`src/design/kcl_pkg.sv`:
```
// Package with shared types and constants for the keypad code lock.
package kcl_pkg;

  // Result event codes carried in event_res.
  typedef enum logic [2:0] {
    EV_NONE    = 3'd0,
    EV_ADDED   = 3'd1,
    EV_CLEARED = 3'd2,
    EV_PASS    = 3'd3,
    EV_DENIED  = 3'd4,
    EV_BUSY    = 3'd5,
    EV_EXPIRED = 3'd6,
    EV_FULL    = 3'd7
  } event_e;

  // Item kinds on the func field.
  localparam logic FUNC_TICK = 1'b0;
  localparam logic FUNC_KEY  = 1'b1;

  // Key bytes with a special meaning.
  localparam logic [7:0] KEY_NONE = 8'h00;
  localparam logic [7:0] KEY_STAR = 8'h2A;
  localparam logic [7:0] KEY_HASH = 8'h23;

  // Configuration register indexes.
  localparam int unsigned CFG_IDX_W = 3;
  localparam int unsigned CFG_DATA_W = 64;
  localparam logic [CFG_IDX_W-1:0] CFG_CODE_LOW  = 3'd0;
  localparam logic [CFG_IDX_W-1:0] CFG_CODE_HIGH = 3'd1;
  localparam logic [CFG_IDX_W-1:0] CFG_CODE_LEN  = 3'd2;
  localparam logic [CFG_IDX_W-1:0] CFG_HOLD      = 3'd3;

  // Configuration reset values; the reset code is "1234A".
  localparam logic [63:0] CODE_LOW_RST  = 64'd280048644657;
  localparam logic [63:0] CODE_HIGH_RST = 64'd0;
  localparam logic [4:0]  CODE_LEN_RST  = 5'd5;
  localparam logic [15:0] HOLD_RST      = 16'd3000;

  // Saturation value of the hold counter.
  localparam logic [15:0] ELAPSED_MAX = 16'hFFFF;

  // Current configuration as seen by the step logic.
  typedef struct packed {
    logic [127:0] code_chars;
    logic [4:0]   code_length;
    logic [15:0]  hold_ticks;
  } cfg_t;

  // One result item before it enters the output register.
  typedef struct packed {
    event_e     event_res;
    logic [4:0] entered_count;
    logic       showing_verdict;
  } res_t;

endpackage

```
`src/design/kcl_key_if.sv`:
```
// Input channel interface carrying key and tick items.
interface kcl_key_if;
  logic       valid;
  logic       ready;
  logic       func;
  logic [7:0] key_code;

  modport source (output valid, output func, output key_code, input ready);
  modport sink (input valid, input func, input key_code, output ready);
endinterface

```
`src/design/kcl_res_if.sv`:
```
// Output channel interface carrying result items.
interface kcl_res_if;
  logic       valid;
  logic       ready;
  logic [2:0] event_res;
  logic [4:0] entered_count;
  logic       showing_verdict;

  modport source (output valid, output event_res, output entered_count,
                  output showing_verdict, input ready);
  modport sink (input valid, input event_res, input entered_count,
                input showing_verdict, output ready);
endinterface

```
`src/design/kcl_cfg.sv`:
```
// Configuration register file of the keypad code lock.
module kcl_cfg (
  input  logic                           clk_i,
  input  logic                           rst_ni,
  input  logic                           cfg_we_i,
  input  logic [kcl_pkg::CFG_IDX_W-1:0]  cfg_idx_i,
  input  logic [kcl_pkg::CFG_DATA_W-1:0] cfg_wdata_i,
  output kcl_pkg::cfg_t                  cfg_o
);
  import kcl_pkg::*;

  logic [63:0] code_low_q;
  logic [63:0] code_high_q;
  logic [4:0]  code_len_q;
  logic [15:0] hold_q;

  // Register writes; unknown indexes are ignored.
  always_ff @(posedge clk_i or negedge rst_ni) begin
    if (!rst_ni) begin
      code_low_q  <= CODE_LOW_RST;
      code_high_q <= CODE_HIGH_RST;
      code_len_q  <= CODE_LEN_RST;
      hold_q      <= HOLD_RST;
    end else if (cfg_we_i) begin
      case (cfg_idx_i)
        CFG_CODE_LOW:  code_low_q  <= cfg_wdata_i;
        CFG_CODE_HIGH: code_high_q <= cfg_wdata_i;
        CFG_CODE_LEN:  code_len_q  <= cfg_wdata_i[4:0];
        CFG_HOLD:      hold_q      <= cfg_wdata_i[15:0];
        default: begin
        end
      endcase
    end
  end

  assign cfg_o.code_chars  = {code_high_q, code_low_q};
  assign cfg_o.code_length = code_len_q;
  assign cfg_o.hold_ticks  = hold_q;

endmodule

```
`src/design/kcl_step.sv`:
```
// Lock state and the combinational step logic for one item.
module kcl_step #(
  parameter int unsigned MAX_CHARS = 16
) (
  input  logic          clk_i,
  input  logic          rst_ni,
  input  logic          step_en_i,
  input  logic          func_i,
  input  logic [7:0]    key_code_i,
  input  kcl_pkg::cfg_t cfg_i,
  output kcl_pkg::res_t res_o
);
  import kcl_pkg::*;

  localparam int unsigned CW = $clog2(MAX_CHARS + 1);

  logic [7:0]    chars_q [MAX_CHARS];
  logic [CW-1:0] count_q, count_d;
  logic          verdict_q, verdict_d;
  logic [15:0]   elapsed_q, elapsed_d;
  logic [15:0]   elapsed_inc;
  logic          mismatch;
  logic          match;
  logic          append;
  event_e        ev;

  // Compare each stored character with the code character at its position.
  always_comb begin
    mismatch = 1'b0;
    for (int i = 0; i < MAX_CHARS; i++) begin
      if ((CW'(i) < count_q) && (chars_q[i] != cfg_i.code_chars[8*i +: 8])) begin
        mismatch = 1'b1;
      end
    end
  end

  assign match = !mismatch && (cfg_i.code_length == 5'(count_q))
                 && (cfg_i.code_length <= 5'(MAX_CHARS));

  assign elapsed_inc = (elapsed_q != ELAPSED_MAX) ? elapsed_q + 16'd1 : elapsed_q;

  // Next state and event for the item at hand.
  always_comb begin
    count_d   = count_q;
    verdict_d = verdict_q;
    elapsed_d = elapsed_q;
    append    = 1'b0;
    ev        = EV_NONE;
    if (func_i == FUNC_TICK) begin
      if (verdict_q) begin
        elapsed_d = elapsed_inc;
        if (elapsed_inc >= cfg_i.hold_ticks) begin
          verdict_d = 1'b0;
          elapsed_d = '0;
          count_d   = '0;
          ev        = EV_EXPIRED;
        end
      end
    end else if (key_code_i != KEY_NONE) begin
      if (verdict_q) begin
        ev = EV_BUSY;
      end else if (key_code_i == KEY_STAR) begin
        count_d = '0;
        ev      = EV_CLEARED;
      end else if (key_code_i == KEY_HASH) begin
        ev        = match ? EV_PASS : EV_DENIED;
        verdict_d = 1'b1;
        elapsed_d = '0;
      end else if (count_q < CW'(MAX_CHARS)) begin
        append  = 1'b1;
        count_d = count_q + CW'(1);
        ev      = EV_ADDED;
      end else begin
        ev = EV_FULL;
      end
    end
  end

  // Control state.
  always_ff @(posedge clk_i or negedge rst_ni) begin
    if (!rst_ni) begin
      count_q   <= '0;
      verdict_q <= 1'b0;
      elapsed_q <= '0;
    end else if (step_en_i) begin
      count_q   <= count_d;
      verdict_q <= verdict_d;
      elapsed_q <= elapsed_d;
    end
  end

  // Entry buffer; only positions below the count are ever compared.
  always_ff @(posedge clk_i) begin
    for (int i = 0; i < MAX_CHARS; i++) begin
      if (step_en_i && append && (count_q == CW'(i))) begin
        chars_q[i] <= key_code_i;
      end
    end
  end

  assign res_o.event_res       = ev;
  assign res_o.entered_count   = 5'(count_d);
  assign res_o.showing_verdict = verdict_d;

  // The buffer never holds more than its capacity.
  a_count_bound: assert property (@(posedge clk_i) disable iff (!rst_ni)
    count_q <= CW'(MAX_CHARS))
    else $error("entry count above capacity");

  // A key never ends a running hold period.
  a_key_keeps_hold: assert property (@(posedge clk_i) disable iff (!rst_ni)
    (step_en_i && verdict_q && func_i == FUNC_KEY) |=> verdict_q)
    else $error("hold ended by a key");

  // Expiry leaves an empty buffer and no verdict.
  a_expire_clears: assert property (@(posedge clk_i) disable iff (!rst_ni)
    (step_en_i && ev == EV_EXPIRED) |=> (count_q == '0 && !verdict_q
                                         && elapsed_q == '0))
    else $error("expiry left state behind");

  // A verdict always starts the hold period.
  a_verdict_holds: assert property (@(posedge clk_i) disable iff (!rst_ni)
    (step_en_i && (ev == EV_PASS || ev == EV_DENIED)) |=> verdict_q)
    else $error("verdict without hold");

endmodule

```
`src/design/keypad_code_lock.sv`:
```
// Top level of the keypad code lock: input register, step logic, output register.
// Keypad code lock. Each input item is a keypress or a one-millisecond tick and
// produces exactly one result item. The block takes one item per clock cycle
// while the output side is not stalled. An item is captured in the input
// register at the edge that accepts it. The combinational step logic writes its
// result into the output register once that register is free or being emptied,
// and the sink takes the result from the output register. The rate is set only
// by the output side: while a result waits in the output register and the sink
// is not ready, the item in the input register waits and input ready drops once
// both registers are full. Configuration registers are written through cfg_we_i,
// cfg_idx_i and cfg_wdata_i; the user must do so only while no item is in
// flight, as the block itself does not enforce it.
module keypad_code_lock #(
  parameter int unsigned MAX_CHARS = 16
) (
  input  logic                           clk_i,
  input  logic                           rst_ni,
  input  logic                           cfg_we_i,
  input  logic [kcl_pkg::CFG_IDX_W-1:0]  cfg_idx_i,
  input  logic [kcl_pkg::CFG_DATA_W-1:0] cfg_wdata_i,
  kcl_key_if.sink                        key_i,
  kcl_res_if.source                      res_o
);
  import kcl_pkg::*;

  cfg_t       cfg;
  res_t       step_res;
  logic       in_valid_q;
  logic       in_func_q;
  logic [7:0] in_key_q;
  logic       res_valid_q;
  res_t       res_q;
  logic       advance;
  logic       step_en;

  // The step runs when the output register is free or being emptied.
  assign advance      = !res_valid_q || res_o.ready;
  assign step_en      = in_valid_q && advance;
  assign key_i.ready  = !in_valid_q || advance;

  kcl_cfg u_cfg (
    .clk_i       (clk_i),
    .rst_ni      (rst_ni),
    .cfg_we_i    (cfg_we_i),
    .cfg_idx_i   (cfg_idx_i),
    .cfg_wdata_i (cfg_wdata_i),
    .cfg_o       (cfg)
  );

  kcl_step #(
    .MAX_CHARS (MAX_CHARS)
  ) u_step (
    .clk_i      (clk_i),
    .rst_ni     (rst_ni),
    .step_en_i  (step_en),
    .func_i     (in_func_q),
    .key_code_i (in_key_q),
    .cfg_i      (cfg),
    .res_o      (step_res)
  );

  // Input register valid.
  always_ff @(posedge clk_i or negedge rst_ni) begin
    if (!rst_ni) begin
      in_valid_q <= 1'b0;
    end else if (key_i.ready) begin
      in_valid_q <= key_i.valid;
    end
  end

  // Input register payload.
  always_ff @(posedge clk_i) begin
    if (key_i.ready && key_i.valid) begin
      in_func_q <= key_i.func;
      in_key_q  <= key_i.key_code;
    end
  end

  // Output register valid.
  always_ff @(posedge clk_i or negedge rst_ni) begin
    if (!rst_ni) begin
      res_valid_q <= 1'b0;
    end else if (step_en) begin
      res_valid_q <= 1'b1;
    end else if (res_o.ready) begin
      res_valid_q <= 1'b0;
    end
  end

  // Output register payload.
  always_ff @(posedge clk_i) begin
    if (step_en) begin
      res_q <= step_res;
    end
  end

  assign res_o.valid           = res_valid_q;
  assign res_o.event_res       = res_q.event_res;
  assign res_o.entered_count   = res_q.entered_count;
  assign res_o.showing_verdict = res_q.showing_verdict;

endmodule

```
`src/flat_wrapper.sv`:
```
// flat-port wrapper written by rule: the top's interface ports become plain ports
module keypad_code_lock_flat import kcl_pkg::*;
#(
  parameter int unsigned MAX_CHARS = 16
)
  (clk_i, rst_ni, cfg_we_i, cfg_idx_i, cfg_wdata_i, key_i_valid, key_i_func, key_i_key_code, key_i_ready, res_o_valid, res_o_event_res, res_o_entered_count, res_o_showing_verdict, res_o_ready);
  kcl_key_if key_i_i ();
  kcl_res_if res_o_i ();
  input  logic clk_i;
  input  logic rst_ni;
  input  logic cfg_we_i;
  input  logic [kcl_pkg::CFG_IDX_W-1:0] cfg_idx_i;
  input  logic [kcl_pkg::CFG_DATA_W-1:0] cfg_wdata_i;
  input wire logic [$bits(key_i_i.valid)-1:0] key_i_valid;
  input wire logic [$bits(key_i_i.func)-1:0] key_i_func;
  input wire logic [$bits(key_i_i.key_code)-1:0] key_i_key_code;
  output wire logic [$bits(key_i_i.ready)-1:0] key_i_ready;
  output wire logic [$bits(res_o_i.valid)-1:0] res_o_valid;
  output wire logic [$bits(res_o_i.event_res)-1:0] res_o_event_res;
  output wire logic [$bits(res_o_i.entered_count)-1:0] res_o_entered_count;
  output wire logic [$bits(res_o_i.showing_verdict)-1:0] res_o_showing_verdict;
  input wire logic [$bits(res_o_i.ready)-1:0] res_o_ready;
  assign key_i_i.valid = key_i_valid;
  assign key_i_i.func = key_i_func;
  assign key_i_i.key_code = key_i_key_code;
  assign key_i_ready = key_i_i.ready;
  assign res_o_valid = res_o_i.valid;
  assign res_o_event_res = res_o_i.event_res;
  assign res_o_entered_count = res_o_i.entered_count;
  assign res_o_showing_verdict = res_o_i.showing_verdict;
  assign res_o_i.ready = res_o_ready;
  keypad_code_lock #(.MAX_CHARS(MAX_CHARS)) u_core (.clk_i(clk_i), .rst_ni(rst_ni), .cfg_we_i(cfg_we_i), .cfg_idx_i(cfg_idx_i), .cfg_wdata_i(cfg_wdata_i), .key_i(key_i_i), .res_o(res_o_i));
endmodule
```
`config.mk`:
```
export PLATFORM = sky130hd
export DESIGN_NAME = keypad_code_lock_flat
export DESIGN_NICKNAME = d
export VERILOG_FILES = /design/src/design/kcl_pkg.sv /design/src/design/kcl_key_if.sv /design/src/design/kcl_res_if.sv /design/src/design/kcl_cfg.sv /design/src/design/kcl_step.sv /design/src/design/keypad_code_lock.sv /design/src/flat_wrapper.sv
export SDC_FILE = /design/constraint.sdc
export NUM_CORES = 1
export LEC_CHECK = 0
export ABC_AREA = 1
export BUFFER_PORTS_ARGS = -buffer_cell sky130_fd_sc_hd__clkbuf_2
export CAP_MARGIN = 20
export CORE_MARGIN = 5
export CORE_UTILIZATION = 63
export CTS_BUF_LIST = sky130_fd_sc_hd__clkbuf_8
export CTS_CLUSTER_SIZE = 40
export DETAILED_ROUTE_END_ITERATION = 7
export PLACE_DENSITY = 0.82
export RECOVER_POWER = 25
export SETUP_SLACK_MARGIN = 0.1
export SYNTH_ARGS = -nofsm -noshare
export SYNTH_HDL_FRONTEND = slang
export SYNTH_SLANG_ARGS = --single-unit
```
`constraint.sdc`:
```
create_clock -name clk_i -period 3.6 [get_ports clk_i]
set_clock_uncertainty 0.15 [all_clocks]
set_input_delay 0.72 -clock clk_i [delete_from_list [all_inputs] [get_ports clk_i]]
set_output_delay 0.72 -clock clk_i [all_outputs]
set_load 0.02 [all_outputs]
```
-- Word-level counts from Yosys, hierarchy flattened
Memories as Yosys holds them, arrays and structs flattened.
Cells that the tools add are included.
- flip-flop bits (word level): 191
- memory bits (writable): 128
- input bits: 81
- output and inout port bits: 11
- word-level logic and storage cells: 278
- memories kept: 1
- memories (name ; words ; width ; read ports ; clocked after memory_dff ; wr ports ; line ; text):
    u_core.u_step.chars_q ; 16 ; 8 ; 16 ; 0 ; 1 ; kcl_step.sv:17 ; logic [7:0] chars_q [MAX_CHARS];
- add/subtract/negate cells: 2
- order comparisons: 19
- eq/ne operators: 42
- muxes and demuxes: 133
- reduce and logical (&&, ||, !) cells: 67
- operators by type and width (kind ; number):
    2-to-1 mux 16 bit ; 8
    inequality test 8 bit ; 16
    2-to-1 mux 8 bit ; 15
    OR reduction 8 bit ; 15
    2-to-1 mux 1 bit ; 78
    2-to-1 mux 4 bit ; 15
    == test 5 x 4 -> 1 bit, second input constant ; 8
    < comparator 4 x 5 -> 1 bit, first input constant ; 8
    2-to-1 mux 5 bit ; 8
    logical AND 1 bit ; 37
    2-to-1 mux 3 bit ; 9
    == test 5 x 3 -> 1 bit, second input constant ; 4
    < comparator 3 x 5 -> 1 bit, first input constant ; 4
    adder 16 x 1 -> 16 bit, second input constant ; 1
    == test 8 x 6 -> 1 bit, second input constant ; 2
    greater-or-equal comparator 16 bit ; 1
    inequality test 16 bit, second input constant ; 1
    == test 5 x 2 -> 1 bit, second input constant ; 2
    < comparator 1 x 5 -> 1 bit, first input constant ; 2
    < comparator 2 x 5 -> 1 bit, first input constant ; 2
    AND reduction 2 bit ; 4
    nonzero test 8 bit ; 1
    == test 3 x 2 -> 1 bit, second input constant ; 2
    AND reduction 6 bit ; 1
    14 further kinds ; 19

-- Longest topological paths before layout
- depth after elaboration: 27
- gate-level depth with buffers: 23
- mapped depth without buffers: 23

-- By module
A second synthesis with hierarchy kept.
- cell total of the unflattened synthesis: 1539
- area total of the unflattened synthesis: 14724.1 um^2
- by module, submodules not included (module ; instances ; cells each ; area an instance (um^2) ; seq. area each (um^2)):
    kcl_step ; 1 ; 854 ; 8182.8 ; 4394.2
    kcl_cfg ; 1 ; 655 ; 5905.7 ; 3758.6
    keypad_code_lock ; 1 ; 30 ; 635.6 ; 590.6

-- Worst setup path after synthesis
No wires, ideal clock.
- path kind: reg2reg
- start: register u_core.u_step.elapsed_q[0]
- end: register u_core.u_step.count_q[4]
- setup time: 0.148 ns
- arrival: 2.717 ns
- required time: 3.302 ns
- path slack: 0.584 ns
- cell stages (with the launch flop): 24
- path buffers: 0
- period minus slack after synthesis: 3.016 ns
- cell sequence: dfrtp_1 > ha_1 > inv_1 > nor3_4 > nand3_2 > nor2_4 > nand3_2 > nor2_4 > nor3_2 > nand2_1 > xor2_1 > inv_1 > ha_1 > nand2_1 > nor2_1 > nand2_1 > o211ai_1 > nand2_1 > nand3_1 > nand2_1 > nand3_1 > o21ai_0 > nand2_1 > o21ai_0
- RTL lines (item ; line ; text):
    start, declared ; kcl_step.sv:20 ; logic [15:0] elapsed_q, elapsed_d;
    start signal, assigned ; kcl_step.sv:88 ; elapsed_q <= elapsed_d;
    end signal, assigned ; kcl_step.sv:86 ; count_q <= count_d;
    end, declared ; kcl_step.sv:18 ; logic [CW-1:0] count_q, count_d;

==> run summary <==
initial core utilization: 0.6391
Initial DRC Count: 1014
Sw Share: 0.3157
WL/cell: 16.87 um
Final setup viols: 0
synth warn: 0
Max-Cap Viols: 1
fin area: 0.01656 mm2
mux contribution to synthesized area: 0
Simple-Gate Fraction of Synth Area: 0.1611
Netlist cell types: 41
FMAX: 285.3 MHz
largest family of logic cells by synthesized area: simple AND/OR/NAND/NOR gates
global-route wire length before repair: 51.79 mm
Mapped Cells: 1458
TritonCTS clock tree: done
Die H: 161.3 um
largest net degree at the start of global routing: 77
via count: 10360
register area share after synthesis: 0.6061
IO Pins: 92
Final Util: 0.7338
power density cells: 598.2 mW/mm2
syn avg cell area: 9.895 um2
Final #Nets: 1704
Worst Hold Class: in2reg
clock share of power: 0.302
Max Buffers Root-to-Sink: 3
R2R cell count: 21
sequential share of power: 0.486
Comb power frac: 0.212
Static Leak: 7.594 nW
Worst Max-Slew Pin Slew: 1.749 ns
top_reg_cell synth: dfrtp_1
number of synthesized flops with an enable pin: 146
Die Wd: 161.3 um
crit-path max FO: 5
total power: 0.009908 W
crit share post-route: 0.9735
VDD IR max: 0.0004013 V
vias per std cell: 5.370
Tot GR Track Use: 0.2490
Die Area: 0.02603 mm2
Post-Synth XOR/XNOR Area: 0.07199
TritonCTS buffer count: 50
Slew Limit Headroom: -0.1661
H-tree Lvls: 2
RSZ-0062 raised after global routing: true
status: complete, but fails checks
Slew Viols, Final: 68
most common cell after layout, fill and taps aside: nand2_1
final WL: 32.54 mm
Final Hold Fails: 0
CP required: 3.77 ns
post-DP HPWL: 21.65 mm
WHS Path Cells: 1
internal power: 0.006779 W
Synth Area in Adders: 0.01821
compound-gate portion of the synthesized area: 0.07918
Net Count, Synth: 1560
fill count: 1600
Antenna Cells: 0
P&R area growth vs syn: 14.81%
Final Non-Filler Cells: 1929
sw power: 0.003128 W
layout cell share with drive strength beyond 1: 0.1831
Worst-path clk slew: 0.07 ns
DP Cell Count: 1825
Crit Path Class: reg2reg
I/O Buffers: 91
Critical Path AT: 3.67 ns
Core Region: 0.02257 mm2
Setup Total Neg Slack: 0 ns
Final Critical Period: 3.505 ns
Async SR Flop Fraction: 0.5423
vias in the first global route: 10290
final RePlAce weighted congestion: 0.8809
clk sinks: 319
Detail Route Antenna Nets: 0
drt drc: 0
Mapped Area: 0.01443 mm2
grt ovf: 0
commonest cells after routing, fill and taps aside: nand2_1, inv_1, o21ai_0
clk_lat worst skew: 0.59 ns
CP Launch Type: flop
row count: 55
#FFs+latches synth: 319
initial antenna violation count: 0
placed cell areas: 0.01536 mm2
failing checks: capacitance limit, slew limit
Initial DRT Pass Iterations: 6
crit path capture type: flop
Clock Tree Root: clkbuf_8
-- kinds of logic (layout without fill, tap and decap cells) --
kind of cell / count (synthesis) / count (layout)
AND/OR/NAND/NOR: 554 / 555
AO/OA/AOI/OAI: 210 / 210
adder cells (fa/ha/maj): 21 / 21
flip-flops: 319 / 319
XOR/XNOR: 116 / 116
buffers and inverters: 238 / 423
-- timing repair --
item                       4_1_cts  5_1_grt
hold buffers                     0        0
resized for setup                0       51
hold endpoints to repair         0        0
setup endpoints to repair        0       30
setup buffers                    0        9
-- worst max-delay path, stage by stage (launching register included) --
cell	delay, ns
dfrtp_1	0.41
ha_2	0.22
inv_2	0.06
nor3_4	0.17
nand3_2	0.12
nor2_4	0.17
nand4_1	0.16
nand2_1	0.10
nor2_1	0.06
nand2_1	0.08
xor2_1	0.24
inv_1	0.08
ha_1	0.32
nand2_4	0.06
nor2_4	0.11
nand2_1	0.07
o211ai_1	0.13
nand2_2	0.11
nand3_4	0.14
nand2_4	0.10
nand3_2	0.09
o21ai_2	0.09
-- metal layers --
metal | wire [um] | vias to the layer above | global-route usage | share of wire
li1 | - | 4968 | - | -
met1 | 13800 | 4959 | 0.3432 | 0.42
met2 | 15820 | 363 | 0.4136 | 0.49
met3 | 2138 | 68 | 0.03981 | 0.066
met4 | 781 | 0 | 0.07406 | 0.024
met5 | 0 | - | 0 | 0
-- power groups by stage --
stage / clock network [W] / logic, W / registers (W)
4_1_cts: 0.00303 / 0.00197 / 0.00479
5_1_grt: 0.00323 / 0.00237 / 0.00486
2_1_floorplan: 0 / 0.00144 / 0.00474
3_3_place_gp: 0 / 0.00188 / 0.00483
6_report: 0.00299 / 0.00211 / 0.00481
3_5_place_dp: 0 / 0.00196 / 0.00485
-- synth_stat cells (all sizes together), types with 2 or more instances --
cell type | number | area, um2
a21oi | 19 | 102.6
buf | 4 | 30.02
clkbuf | 32 | 120.1
clkinv | 2 | 7.510
dfrtp | 149 | 3729
dfstp | 24 | 630.6
edfxtp | 146 | 4384
ha | 21 | 262.8
inv | 200 | 758.2
nand2 | 384 | 1459
nand3 | 36 | 195.2
nand4 | 13 | 81.33
nor2 | 100 | 412.9
nor3 | 13 | 107.6
nor4 | 3 | 18.77
o21ai | 178 | 898.4
o22ai | 9 | 112.6
or2 | 2 | 12.51
xnor2 | 88 | 770.7
xor2 | 28 | 267.8
-- flip-flops by register name, indices dropped and copies added, names as in the netlist --
name / cells
u_core.in_func_q: 1
u_core.in_key_q: 8
u_core.in_valid_q: 1
u_core.res_o.entered_count: 5
u_core.res_o.event_res: 3
u_core.res_o.showing_verdict: 1
u_core.res_o.valid: 1
u_core.u_cfg.code_high_q: 64
u_core.u_cfg.code_len_q: 5
u_core.u_cfg.code_low_q: 64
u_core.u_cfg.hold_q: 16
u_core.u_step.chars_q: 128
u_core.u_step.count_q: 5
u_core.u_step.elapsed_q: 16
u_core.u_step.verdict_q: 1
-- final timing paths --
kind	start	end	slack, ns
min	key_i_key_code[1]	u_core.in_key_q[1]	0.17
max reg2reg	u_core.u_step.elapsed_q[0]	u_core.res_o.entered_count[1]	0.1
min reg2reg	u_core.u_cfg.hold_q[4]	u_core.u_cfg.hold_q[4]	0.34
max	u_core.u_step.elapsed_q[0]	u_core.res_o.entered_count[1]	0.1
max in group asynchronous	rst_ni	u_core.u_cfg.code_high_q[29]	0.71
min in group asynchronous	rst_ni	u_core.u_cfg.code_high_q[0]	0.45
-- cell type report --
cell class              count  area, um2  share of cell area
inverters                 202      765.7             0.04623
repair buffers            127      737.0             0.04449
clock inverters            38      214.0             0.01292
multi-input cells         902       4976              0.3004
well taps                 285      356.6             0.02153
clock buffers              56      770.7             0.04653
flip-flops and latches    319       8743              0.5279
-- through the flow --
step | setup WS, ns | hold slack (ns)
floorplan | 0.5843 | 0.2744
global placement | 0.2389 | 0.3188
detailed placement | 0.1292 | 0.3313
CTS | 0.1079 | 0.0008463
global route | -0.1336 | 0.1326
finish | 0.09538 | 0.1654
(Power assumes the default switching activity.)
